### src/hdl/fbpa_pkg.sv
// ---------------------------------------------------------------------------
// Fixed block pool allocator package
// Shared widths, operation and status codes, and the scan result type.
// ---------------------------------------------------------------------------
package fbpa_pkg;

  // Default pool capacity in blocks.
  localparam int unsigned CAPACITY_DEF = 64;

  // Fixed field widths.
  localparam int unsigned KIND_W   = 2;
  localparam int unsigned IDX_W    = 6;
  localparam int unsigned CNT_W    = 7;
  localparam int unsigned STATUS_W = 2;

  // The scanner looks at one digit of the used map per cycle.
  localparam int unsigned DIGIT_W   = 8;
  localparam int unsigned DIGIT_LOG = 3;

  // Reset value of the initial block count register.
  localparam logic [CNT_W-1:0] INIT_RESET = 7'd64;

  // Operation codes carried by an item.
  typedef enum logic [KIND_W-1:0] {
    KIND_ALLOC   = 2'd0,
    KIND_FREE    = 2'd1,
    KIND_RELEASE = 2'd2,
    KIND_FORCE   = 2'd3
  } kind_e;

  // Result status codes.
  typedef enum logic [STATUS_W-1:0] {
    STAT_OK          = 2'd0,
    STAT_NOT_FOUND   = 2'd1,
    STAT_OUTSTANDING = 2'd2,
    STAT_FULL        = 2'd3
  } status_e;

  // Outcome of one scan of the used map.
  typedef struct packed {
    logic             done;
    logic             found;
    logic [IDX_W-1:0] index;
  } scan_res_t;

endpackage

### src/hdl/fbpa_req_if.sv
// ---------------------------------------------------------------------------
// Request channel
// Carries one allocator operation item with a valid/ready handshake.
// ---------------------------------------------------------------------------
interface fbpa_req_if;
  logic                          valid;
  logic                          ready;
  logic [fbpa_pkg::KIND_W-1:0]   kind;
  logic [fbpa_pkg::IDX_W-1:0]    block_index;

  modport source (output valid, output kind, output block_index, input ready);
  modport sink   (input valid, input kind, input block_index, output ready);
endinterface

### src/hdl/fbpa_rsp_if.sv
// ---------------------------------------------------------------------------
// Response channel
// Carries one allocator result item with a valid/ready handshake.
// ---------------------------------------------------------------------------
interface fbpa_rsp_if;
  logic                          valid;
  logic                          ready;
  logic [fbpa_pkg::STATUS_W-1:0] status;
  logic [fbpa_pkg::IDX_W-1:0]    granted_index;
  logic [fbpa_pkg::CNT_W-1:0]    total_count;
  logic [fbpa_pkg::CNT_W-1:0]    free_count;

  modport source (output valid, output status, output granted_index,
                  output total_count, output free_count, input ready);
  modport sink   (input valid, input status, input granted_index,
                  input total_count, input free_count, output ready);
endinterface

### src/hdl/fbpa_cfg_if.sv
// ---------------------------------------------------------------------------
// Configuration write channel
// Carries the initial block count register write data.
// ---------------------------------------------------------------------------
interface fbpa_cfg_if;
  logic                       valid;
  logic                       ready;
  logic [fbpa_pkg::CNT_W-1:0] initial_blocks;

  modport source (output valid, output initial_blocks, input ready);
  modport sink   (input valid, input initial_blocks, output ready);
endinterface

### src/hdl/fbpa_scan.sv
// ---------------------------------------------------------------------------
// Digit-serial free block scanner
// Shifts a snapshot of the used map one digit per cycle and reports the
// lowest clear bit. Bits beyond the capacity read as used.
// ---------------------------------------------------------------------------
module fbpa_scan #(
  parameter int unsigned CAPACITY = fbpa_pkg::CAPACITY_DEF,
  localparam int unsigned NDIG    = (CAPACITY + fbpa_pkg::DIGIT_W - 1) / fbpa_pkg::DIGIT_W,
  localparam int unsigned MAP_W   = NDIG * fbpa_pkg::DIGIT_W
) (
  input  logic                  clk_i,
  input  logic                  rst_ni,
  input  logic                  start_i,
  input  logic [MAP_W-1:0]      map_i,
  output fbpa_pkg::scan_res_t   res_o
);
  import fbpa_pkg::*;

  localparam int unsigned DGW = (NDIG > 1) ? $clog2(NDIG) : 1;

  logic [MAP_W-1:0]     sh_q;
  logic [MAP_W-1:0]     pad;
  logic [DGW-1:0]       dig_q;
  logic                 busy_q;
  logic                 zero_any;
  logic [DIGIT_LOG-1:0] pos;
  logic                 last_dig;

  // Positions past the capacity are marked used so they are never granted.
  always_comb begin
    for (int i = 0; i < MAP_W; i++) begin
      pad[i] = (i >= CAPACITY);
    end
  end

  // Priority encode the lowest clear bit of the current digit.
  always_comb begin
    zero_any = 1'b0;
    pos      = '0;
    for (int b = DIGIT_W - 1; b >= 0; b--) begin
      if (!sh_q[b]) begin
        zero_any = 1'b1;
        pos      = DIGIT_LOG'(b);
      end
    end
  end

  assign last_dig = (dig_q == DGW'(NDIG - 1));

  // Scan control: one digit per cycle until a clear bit or the last digit.
  always_ff @(posedge clk_i or negedge rst_ni) begin
    if (!rst_ni) begin
      busy_q <= 1'b0;
      dig_q  <= '0;
    end else if (start_i) begin
      busy_q <= 1'b1;
      dig_q  <= '0;
    end else if (busy_q) begin
      if (zero_any || last_dig) begin
        busy_q <= 1'b0;
      end else begin
        dig_q <= dig_q + 1'b1;
      end
    end
  end

  // Map snapshot shift register.
  always_ff @(posedge clk_i) begin
    if (start_i) begin
      sh_q <= map_i | pad;
    end else if (busy_q) begin
      sh_q <= sh_q >> DIGIT_W;
    end
  end

  assign res_o.done  = busy_q && (zero_any || last_dig);
  assign res_o.found = zero_any;
  assign res_o.index = (IDX_W'(dig_q) << DIGIT_LOG) | IDX_W'(pos);

endmodule

### src/hdl/fixed_block_pool_allocator.sv
// ---------------------------------------------------------------------------
// Fixed block pool allocator
// Free and release items pass from accept straight to the done state; alloc
// items pass through the scan state first. The result is committed to the
// output register once it is empty or being drained. No new item is taken
// until that commit; the scanner tests 8 bits of the used map per cycle.
// Reset: pool holds min(64, CAPACITY) blocks, none in use, output empty.
// ---------------------------------------------------------------------------
module fixed_block_pool_allocator #(
  parameter int unsigned CAPACITY = fbpa_pkg::CAPACITY_DEF
) (
  input  logic      clk_i,
  input  logic      rst_ni,
  fbpa_req_if.sink   req_i,
  fbpa_cfg_if.sink   cfg_i,
  fbpa_rsp_if.source rsp_o
);
  import fbpa_pkg::*;

  localparam int unsigned NDIG   = (CAPACITY + DIGIT_W - 1) / DIGIT_W;
  localparam int unsigned MAP_W  = NDIG * DIGIT_W;
  localparam int unsigned MAP_IW = $clog2(MAP_W);
  localparam logic [CNT_W-1:0] CAP_CNT    = CNT_W'(CAPACITY);
  localparam logic [CNT_W-1:0] POOL_RESET = (INIT_RESET > CAP_CNT) ? CAP_CNT : INIT_RESET;

  localparam logic [1:0] S_IDLE = 2'd0;
  localparam logic [1:0] S_SCAN = 2'd1;
  localparam logic [1:0] S_DONE = 2'd2;

  logic [1:0]       state_q, state_d;
  logic [KIND_W-1:0] kind_q;
  logic [IDX_W-1:0] idx_q;
  logic             found_q;
  logic [IDX_W-1:0] zidx_q;

  logic [MAP_W-1:0] used_q, used_d;
  logic [CNT_W-1:0] pool_q, pool_d;
  logic [CNT_W-1:0] inuse_q, inuse_d;

  logic             out_valid_q;
  status_e          status_q, status_d;
  logic [IDX_W-1:0] grant_q, grant_d;
  logic [CNT_W-1:0] total_q;
  logic [CNT_W-1:0] free_q;

  logic             req_fire;
  logic             cfg_fire;
  logic             commit;
  logic             scan_start;
  scan_res_t        scan_res;

  // A pending register write goes ahead of a request item offered in the same cycle.
  assign req_i.ready = (state_q == S_IDLE) && !cfg_i.valid;
  assign cfg_i.ready = (state_q == S_IDLE);
  assign req_fire    = req_i.valid && req_i.ready;
  assign cfg_fire    = cfg_i.valid && cfg_i.ready;
  assign scan_start  = req_fire && (req_i.kind == KIND_ALLOC);

  // A result is committed once the output register is free or being drained.
  assign commit = (state_q == S_DONE) && (!out_valid_q || rsp_o.ready);

  fbpa_scan #(
    .CAPACITY (CAPACITY)
  ) u_scan (
    .clk_i   (clk_i),
    .rst_ni  (rst_ni),
    .start_i (scan_start),
    .map_i   (used_q),
    .res_o   (scan_res)
  );

  // Sequencer.
  always_comb begin
    state_d = state_q;
    case (state_q)
      S_IDLE: begin
        if (req_fire) begin
          state_d = scan_start ? S_SCAN : S_DONE;
        end
      end
      S_SCAN: begin
        if (scan_res.done) begin
          state_d = S_DONE;
        end
      end
      S_DONE: begin
        if (commit) begin
          state_d = S_IDLE;
        end
      end
      default: state_d = S_IDLE;
    endcase
  end

  // Pool update and result for the item being committed, or a register write.
  always_comb begin
    used_d   = used_q;
    pool_d   = pool_q;
    inuse_d  = inuse_q;
    status_d = STAT_OK;
    grant_d  = '0;
    if (cfg_fire) begin
      used_d  = '0;
      inuse_d = '0;
      pool_d  = (cfg_i.initial_blocks > CAP_CNT) ? CAP_CNT : cfg_i.initial_blocks;
    end else begin
      case (kind_q)
        KIND_ALLOC: begin
          // A clear bit at or past the pool end is the pool end itself.
          if (found_q) begin
            used_d[zidx_q[MAP_IW-1:0]] = 1'b1;
            inuse_d = inuse_q + 1'b1;
            grant_d = zidx_q;
            if ({1'b0, zidx_q} >= pool_q) begin
              pool_d = pool_q + 1'b1;
            end
          end else begin
            status_d = STAT_FULL;
          end
        end
        KIND_FREE: begin
          if (({1'b0, idx_q} < pool_q) && used_q[idx_q[MAP_IW-1:0]]) begin
            used_d[idx_q[MAP_IW-1:0]] = 1'b0;
            inuse_d = inuse_q - 1'b1;
          end else begin
            status_d = STAT_NOT_FOUND;
          end
        end
        KIND_RELEASE: begin
          if (inuse_q != '0) begin
            status_d = STAT_OUTSTANDING;
          end else begin
            used_d  = '0;
            inuse_d = '0;
            pool_d  = '0;
          end
        end
        default: begin
          used_d  = '0;
          inuse_d = '0;
          pool_d  = '0;
        end
      endcase
    end
  end

  // Control and pool state registers.
  always_ff @(posedge clk_i or negedge rst_ni) begin
    if (!rst_ni) begin
      state_q     <= S_IDLE;
      used_q      <= '0;
      pool_q      <= POOL_RESET;
      inuse_q     <= '0;
      out_valid_q <= 1'b0;
    end else begin
      state_q <= state_d;
      if (commit || cfg_fire) begin
        used_q  <= used_d;
        pool_q  <= pool_d;
        inuse_q <= inuse_d;
      end
      if (commit) begin
        out_valid_q <= 1'b1;
      end else if (rsp_o.ready) begin
        out_valid_q <= 1'b0;
      end
    end
  end

  // Item and scan payload registers.
  always_ff @(posedge clk_i) begin
    if (req_fire) begin
      kind_q <= req_i.kind;
      idx_q  <= req_i.block_index;
    end
    if ((state_q == S_SCAN) && scan_res.done) begin
      found_q <= scan_res.found;
      zidx_q  <= scan_res.index;
    end
  end

  // Output register.
  always_ff @(posedge clk_i) begin
    if (commit) begin
      status_q <= status_d;
      grant_q  <= grant_d;
      total_q  <= pool_d;
      free_q   <= pool_d - inuse_d;
    end
  end

  assign rsp_o.valid         = out_valid_q;
  assign rsp_o.status        = status_q;
  assign rsp_o.granted_index = grant_q;
  assign rsp_o.total_count   = total_q;
  assign rsp_o.free_count    = free_q;

  // The in-use count never exceeds the pool size.
  assert property (@(posedge clk_i) disable iff (!rst_ni) inuse_q <= pool_q)
    else $error("in-use count exceeds pool size");

  // The pool never grows past its capacity.
  assert property (@(posedge clk_i) disable iff (!rst_ni) pool_q <= CAP_CNT)
    else $error("pool size exceeds capacity");

  // The scanner finishes only while the sequencer waits for it.
  assert property (@(posedge clk_i) disable iff (!rst_ni) scan_res.done |-> state_q == S_SCAN)
    else $error("scan finished outside the scan state");

  // A new result is loaded only from the commit state.
  assert property (@(posedge clk_i) disable iff (!rst_ni)
    $rose(out_valid_q) |-> $past(state_q) == S_DONE)
    else $error("result presented without a commit");

endmodule
### src/flat_wrapper.sv
// flat-port wrapper written by rule: the top's interface ports become plain ports
module fixed_block_pool_allocator_flat import fbpa_pkg::*;
#(
  parameter int unsigned CAPACITY = fbpa_pkg::CAPACITY_DEF
)
  (clk_i, rst_ni, req_i_valid, req_i_kind, req_i_block_index, req_i_ready, cfg_i_valid, cfg_i_initial_blocks, cfg_i_ready, rsp_o_valid, rsp_o_status, rsp_o_granted_index, rsp_o_total_count, rsp_o_free_count, rsp_o_ready);
  fbpa_req_if req_i_i ();
  fbpa_cfg_if cfg_i_i ();
  fbpa_rsp_if rsp_o_i ();
  input  logic clk_i;
  input  logic rst_ni;
  input wire logic [$bits(req_i_i.valid)-1:0] req_i_valid;
  input wire logic [$bits(req_i_i.kind)-1:0] req_i_kind;
  input wire logic [$bits(req_i_i.block_index)-1:0] req_i_block_index;
  output wire logic [$bits(req_i_i.ready)-1:0] req_i_ready;
  input wire logic [$bits(cfg_i_i.valid)-1:0] cfg_i_valid;
  input wire logic [$bits(cfg_i_i.initial_blocks)-1:0] cfg_i_initial_blocks;
  output wire logic [$bits(cfg_i_i.ready)-1:0] cfg_i_ready;
  output wire logic [$bits(rsp_o_i.valid)-1:0] rsp_o_valid;
  output wire logic [$bits(rsp_o_i.status)-1:0] rsp_o_status;
  output wire logic [$bits(rsp_o_i.granted_index)-1:0] rsp_o_granted_index;
  output wire logic [$bits(rsp_o_i.total_count)-1:0] rsp_o_total_count;
  output wire logic [$bits(rsp_o_i.free_count)-1:0] rsp_o_free_count;
  input wire logic [$bits(rsp_o_i.ready)-1:0] rsp_o_ready;
  assign req_i_i.valid = req_i_valid;
  assign req_i_i.kind = req_i_kind;
  assign req_i_i.block_index = req_i_block_index;
  assign req_i_ready = req_i_i.ready;
  assign cfg_i_i.valid = cfg_i_valid;
  assign cfg_i_i.initial_blocks = cfg_i_initial_blocks;
  assign cfg_i_ready = cfg_i_i.ready;
  assign rsp_o_valid = rsp_o_i.valid;
  assign rsp_o_status = rsp_o_i.status;
  assign rsp_o_granted_index = rsp_o_i.granted_index;
  assign rsp_o_total_count = rsp_o_i.total_count;
  assign rsp_o_free_count = rsp_o_i.free_count;
  assign rsp_o_i.ready = rsp_o_ready;
  fixed_block_pool_allocator #(.CAPACITY(CAPACITY)) u_core (.clk_i(clk_i), .rst_ni(rst_ni), .req_i(req_i_i), .cfg_i(cfg_i_i), .rsp_o(rsp_o_i));
endmodule
### config.mk
export PLATFORM = sky130hd
export DESIGN_NAME = fixed_block_pool_allocator_flat
export DESIGN_NICKNAME = d
export VERILOG_FILES = /design/src/hdl/fbpa_pkg.sv /design/src/hdl/fbpa_req_if.sv /design/src/hdl/fbpa_rsp_if.sv /design/src/hdl/fbpa_cfg_if.sv /design/src/hdl/fbpa_scan.sv /design/src/hdl/fixed_block_pool_allocator.sv /design/src/flat_wrapper.sv
export SDC_FILE = /design/constraint.sdc
export NUM_CORES = 1
export LEC_CHECK = 0
export BUFFER_PORTS_ARGS = -buffer_cell sky130_fd_sc_hd__buf_2
export CAP_MARGIN = 20
export CORE_MARGIN = 2
export CORE_UTILIZATION = 40
export DETAILED_ROUTE_END_ITERATION = 12
export GPL_TIMING_DRIVEN = 0
export PLACE_DENSITY = 0.6
export SYNTH_ARGS = -nofsm -noshare
export SYNTH_HDL_FRONTEND = slang
export SYNTH_SLANG_ARGS = --single-unit
### constraint.sdc
create_clock -name clk_i -period 4 [get_ports clk_i]
set_clock_uncertainty 0.15 [all_clocks]
set_input_delay 0.2 -clock clk_i [delete_from_list [all_inputs] [get_ports clk_i]]
set_output_delay 0.2 -clock clk_i [all_outputs]
set_load 0.02 [all_outputs]
# Yosys cells after proc, flatten, opt, wreduce, memory -nomap -nowiden
# Cells that the tools add are included.
# Widths: inputs -> output; s select.
[op_classes] addsub=5 order_cmp=7 n_eq_ne=12 muxes=57 n_bitwise=6 n_reduce_logical=25
[ops] op="$mux 64" n=6
[ops] op="$pmux 64 s3" n=1
[ops] op="$and 64x64->64" n=1
[ops] op="$not 64->64" n=1
[ops] op="$or 64x64->64" n=1
[ops] op="$mux 7" n=9
[ops] op="$pmux 7 s3" n=2
[ops] op="$mux 3" n=11
[ops] op="$mux 1" n=17
[ops] op="$add 7x1->7 const B" n=2
[ops] op="$lt 6x7->1 const B" n=2
[ops] op="$demux 1 s6" n=2
[ops] op="$ge 6x1->1 const B" n=2
[ops] op="$mux 2" n=6
[ops] op="$pmux 2 s3" n=2
[ops] op="$logic_and 1x1->1" n=10
[ops] op="$ge 6x7->1" n=1
[ops] op="$gt 7x7->1 const B" n=1
[ops] op="$lt 6x7->1" n=1
[ops] op="$reduce_bool 7->1" n=1
[ops] op="$sub 7x1->7 const B" n=1
[ops] op="$sub 7x7->7" n=1
[ops] op="$bmux 1 s6" n=1
[ops] op="$logic_not 2->1" n=3
[ops] op="17 further kinds" n=27
[totals] reg_bits=186 in_bits=20 out_inout_bits=25 wordCells=128

# Longest topological paths before layout
[logic_depth] ltp_word=12 ltp_mapped=20 mapped_depth_nobuf=19

# Hierarchy
# A second synthesis with hierarchy kept.
[unflattened] hier_cells=1002 hier_area_um2=10562.6
[by_module_without_submodules] mod="fixed_block_pool_allocator" instances=1 cells_per_inst=833 area_per_inst_um2=7611.0 seq_area_each_um2=3139.3
[by_module_without_submodules] mod="fbpa_scan" instances=1 cells_per_inst=169 area_per_inst_um2=2951.6 seq_area_each_um2=2021.9

# Worst setup path after synthesis
# OpenSTA, ideal clock, no wires.
[synth_timing] path_kind="register -> register" start="reg u_core.inuse_q[0]" end="reg u_core.free_q[6], in the netlist u_core.rsp_o.free_count[6], data pin" setup_time_ps=263 t_arrival_ps=3767 required_ps=3587 setup_slack_ps=-179 path_stages_with_launch=20 n_path_buf=0 synth_period_minus_slack_ps=4179 path_cell_list="dfrtp_1 > inv_1 > ha_1 > or3b_2 > nor4_1 > nor2_1 > a21oi_1 > o21ai_0 > nand2_1 > o21ai_0 > a21boi_0 > ha_1 > inv_1 > fa_1 > a21o_1 > a21oi_1 > o21bai_1 > a21oi_1 > xnor2_1 > xnor2_1"
[synth_via] elab_chain_cells=5 word_cells_on_any_way=12 classes_between="add/sub (3); mux (8); reduce/logical (1)"
[synth_rtl] element="from (decl)" line_no="fixed_block_pool_allocator.sv:38" rtl="logic [CNT_W-1:0] inuse_q, inuse_d;"
[synth_rtl] element="from (signal assigned)" line_no="fixed_block_pool_allocator.sv:160" rtl="inuse_q <= inuse_d;"
[synth_rtl] element="$sub 7x1->7 (tied with other cells)" line_no="fixed_block_pool_allocator.sv:124" rtl="inuse_d = inuse_q - 1'b1;"
[synth_rtl] element="$mux 7, on equally long branches" line_no="fixed_block_pool_allocator.sv:122, fixed_block_pool_allocator.sv:110, fixed_block_pool_allocator.sv:130"
[synth_rtl] element="$pmux 7 s3" line_no="fixed_block_pool_allocator.sv:107" rtl="case (kind_q)"
[synth_rtl] element="$mux 7" line_no="fixed_block_pool_allocator.sv:102" rtl="if (cfg_fire) begin"
[synth_rtl] element="$sub 7x7->7 (*)" line_no="fixed_block_pool_allocator.sv:188" rtl="free_q <= pool_d - inuse_d;"
[synth_rtl] element="to (signal assigned)" line_no="fixed_block_pool_allocator.sv:188"
[synth_rtl] element="to (decl)" line_no="fixed_block_pool_allocator.sv:44" rtl="logic [CNT_W-1:0] free_q;"
# Mark *: on every way between the ends. The rest lies on a longest branch, timed or not.
# A chain may end at the register's enable or synchronous reset.

# Worst setup path after layout
[layout_timing] start="reg u_core.idx_q[0]" end="reg u_core.free_q[6], in the netlist u_core.rsp_o.free_count[6], data pin"
[layout_via] elab_chain_cells=7 word_cells_on_any_way=8 classes_between="add/sub (1); order compare (1); mux (5); reduce/logical (1)"
[layout_rtl] element="from (decl)" line_no="fixed_block_pool_allocator.sv:32" rtl="logic [IDX_W-1:0] idx_q;"
[layout_rtl] element="from (signal assigned)" line_no="fixed_block_pool_allocator.sv:174" rtl="idx_q <= req_i.block_index;"
[layout_rtl] element="$bmux 1 s6" line_no="fixed_block_pool_allocator.sv:122" rtl="if (({1'b0, idx_q} < pool_q) && used_q[idx_q[MAP_IW-1:0]]) begin"
[layout_rtl] element="$mux 1 (not written as such)" line_no="fixed_block_pool_allocator.sv:122"
[layout_rtl] element="$logic_and 1x1->1 (*)" line_no="fixed_block_pool_allocator.sv:122"
[layout_rtl] element="$mux 7 (*)" line_no="fixed_block_pool_allocator.sv:122"
[layout_rtl] element="$pmux 7 s3 (*)" line_no="fixed_block_pool_allocator.sv:107"
[layout_rtl] element="$mux 7 (*)" line_no="fixed_block_pool_allocator.sv:102"
[layout_rtl] element="net u_core.inuse_d[0]" line_no="fixed_block_pool_allocator.sv:38"
[layout_rtl] element="$sub 7x7->7 (*)" line_no="fixed_block_pool_allocator.sv:188"
# Mark *: on every way through the listed nets, which the timed path passes. The rest lies on a longest branch. The select of a mux whose other input is x is not followed.

==> reports/qor.yml <==
outcome: "complete, but fails checks"
violations: "design-rule violations, negative setup slack"
synth_top_family_by_area: "simple AND/OR/NAND/NOR gates"
firstDrtPassIters: 10
slew_viol_final: 0
clock-root-buffer: "clkbuf_16"
vias: 9753
fmax_mhz: 235.5
nets: 1281
clkPwrFrac_pct: 30.2
dp_slack_ps: -1045
dominantRegCellSynth: "edfxtp_1"
cts_tree: "done"
area_delta_synth_final_pct: 17.89
critical_path_class: "reg -> reg"
yosysSeqAreaShare_pct: 48.36
drc: 2
hold_depth: 4
die_y_um: 167.3
cts_buffer_depth: 2
die_w_um: 167.3
synth_top_cells_by_area: "edfxtp_1 (28%), dfrtp_1 (20%), nand2_1 (8.2%), o21ai_0 (3.0%), a21oi_1 (3.0%)"
layout_common_cells: "nand2_1 (232), edfxtp_1 (101), dfrtp_1 (83)"
grt_max_degree: 65
path_cells: "buf_6 -> buf_4 -> mux4_2 -> a21oi_4 -> nor2_2 -> nand4_1 -> nand2b_4 -> or3_4 -> a31oi_4 -> ha_2 -> inv_2 -> fa_2 -> a21o_1 -> a21oi_2 -> o21bai_1 -> a21oi_2 -> xnor2_1 -> xnor2_1"
start_util_pct: 40.84
comb_power_share_pct: 29.3
overflow: 0
async_reset_ff_share_pct: 45.70
die_area_um2: 28000
cp-end-kind: "register"
grt_pass1_wl_um: 55830
p_sw_share_pct: 34.92
gp_congestion: 1.014
min_period_ps: 4247
synth_fa_ha_area_share_pct: 2.767
hold_slack_ps: 33.45
yosys_register_bits: 186
tightest_slew_ps: 1144
drt_iter0_drc: 1222
finalSetupViolCount: 2
synth_edf_count: 101
place_hpwl_um: 26600
p_per_area_nw_per_um2: 461.1
internal_power_mw: 3.775
netlist_instances: 1134
ant_nets: 0
grt_pass1_vias: 9224
ir_worst_vdd_uv: 237.9
synth_mux_area_share_pct: 2.896
insertion_delay_ps: 440
layout-drive-gt1-share_pct: 16.55
synth_compound_area_share_pct: 17.92
synthSimpleGateAreaFrac_pct: 22.22
max_cap_viol_count: 0
h-tree-depth: 4
final_common_cell: "nand2_1"
synth_fp_nets: 1177
grt.total_usage_pct: 26.35
fin_crit_sh_pct: 106.2
placementRows: 59
avgRoutedWirePerCell_um: 23.13
finalHoldViolations: 0
switchingPower_mw: 2.026
hold_path_class: "in -> reg"
cp_slowest_stage_delay_ps: 540
ys_types: 71
setup_slack_ps: -247.0
syn_area_um2: 10670
grt_setup_unrepaired: "yes"
synth_xor_area_share_pct: 0.9028
post-route-util_pct: 48.14
core_um2: 26130
crit_required_ps: 4030
p_leak_nw: 4.967
io_pins: 45
io_buffers: 44
seq_power_share_pct: 40.5
wirelength_um: 36680
syn_avg_cell_area_um2: 9.410
nFillCells: 2517
cts.sinks: 186
yosys_warnings: 0
antenna_found_initial: 0
crit_fanout: 6
yosys.area.top_type: "edfxtp_1"
clk_pin_slew_ps: 80
synth.top_cell.area_share_pct: 28.42
slowest_stage: "mux4_2"
maxSlewHeadroom_pct: 23.18
start_kind: "register"
arrival_ps: 4280
rr_worst_depth: 18
cts_made_buffers: 17
post_drt_via_cell_ratio: 6.149
antennaDiodeCount: 0
[synthesized netlist by cell type (11+ instances only)]
library cell	instances
nor3b_1	15
inv_1	22
and2_1	16
a21oi_1	63
dfrtp_1	84
o2111ai_1	24
o21ai_0	64
a31oi_1	15
nor3_1	48
nand2_1	232
or2_2	13
mux2i_1	14
a32oi_1	12
edfxtp_1	101
clkbuf_1	62
ha_1	22
nor2_1	62
o221a_1	18
and3_1	11
nand3_1	52
nand2b_1	14
[critical path, delay by kind of cell (launching register included)]
kind	cells	cell delay, ps
AOI/OAI and AO/OA	6	930
and+or+nand+nor	4	740
muxes	1	540
adders and majority gates	2	520
DFF	1	500
buffers and inverters	3	380
xor gates and xnor gates	2	240
[final timing paths]
check / start / slack, ps / to
setup / recovery: u_core.idx_q[0] / -250 / u_core.rsp_o.free_count[6]
hold / removal: cfg_i_initial_blocks[5] / 30 / u_core.pool_q[5]
setup reg to reg: u_core.idx_q[0] / -250 / u_core.rsp_o.free_count[6]
hold reg to reg: u_core.u_scan.dig_q[2] / 350 / u_core.zidx_q[5]
max in group asynchronous: rst_ni / 2890 / u_core.pool_q[6]
min in group asynchronous: rst_ni / 130 / u_core.state_q[1]
[state kept, by name, summed over array words and instances, names as in the netlist, 6 cells and up]
signal	count
u_core.u_scan.sh_q	64
u_core.used_q	64
u_core.inuse_q	7
u_core.pool_q	7
u_core.rsp_o.free_count	7
u_core.rsp_o.total_count	7
u_core.idx_q	6
u_core.rsp_o.granted_index	6
u_core.zidx_q	6
[metrics by stage]
stage	total power, mW	cell area, um2	instances	TNS, ps
2_1_floorplan	3.375	10690	1134	0
3_3_place_gp	3.865	11320	1513	-24870
3_5_place_dp	3.878	11370	1514	-4079
4_1_cts	5.742	12470	1579	-217.3
5_1_grt	6.050	12580	1586	-603.4
6_report	5.801	12580	1586	-290.9
[logic make-up after synthesis]
family,after synthesis
XOR/XNOR,11
AO/OA/AOI/OAI,273
adder cells (fa/ha/maj),23
flip-flops,186
multiplexers,25
AND/OR/NAND/NOR,505
buffers and inverters,111
[timing repair]
item	CTS	global route
hold buffers	12	0
cloned	2	0
setup endpoints to repair	6	4
resized for setup	57	12
setup buffers	21	6
pin swaps	15	3
endpoints found under the hold margin	50	0
[area by class of cell]
class / count / area [um2] / share of cell area (%)
Multi-Input combinational cell: 837 / 5169 / 41.08
Sequential cell: 186 / 5162 / 41.03
Timing Repair Buffer: 87 / 660.6 / 5.251
Buffer: 85 / 481.7 / 3.829
Clock buffer: 19 / 432.9 / 3.441
Tap cell: 335 / 419.2 / 3.332
Clock inverter: 13 / 156.4 / 1.243
Inverter: 24 / 98.84 / 0.7857
[power by group through the flow]
stage / logic [mW] / clock network [mW] / registers [mW]
after floorplan: 0.950 / 0 / 2.42
after global placement: 1.46 / 0 / 2.40
after detailed placement: 1.48 / 0 / 2.40
after CTS: 1.62 / 1.77 / 2.35
after global routing: 1.84 / 1.85 / 2.37
final: 1.70 / 1.75 / 2.35
[routing by layer]
| layer | GRT usage (%) | up-vias | share of wire, % |
|---|---|---|---|
| met5 | 0 | - | 0 |
| met4 | 11.34 | 0 | 3.7 |
| met3 | 6.051 | 111 | 10 |
| met2 | 39.71 | 575 | 44 |
| met1 | 36.54 | 4698 | 42 |
| li1 | - | 4369 | - |
(Power assumes the default switching activity.)
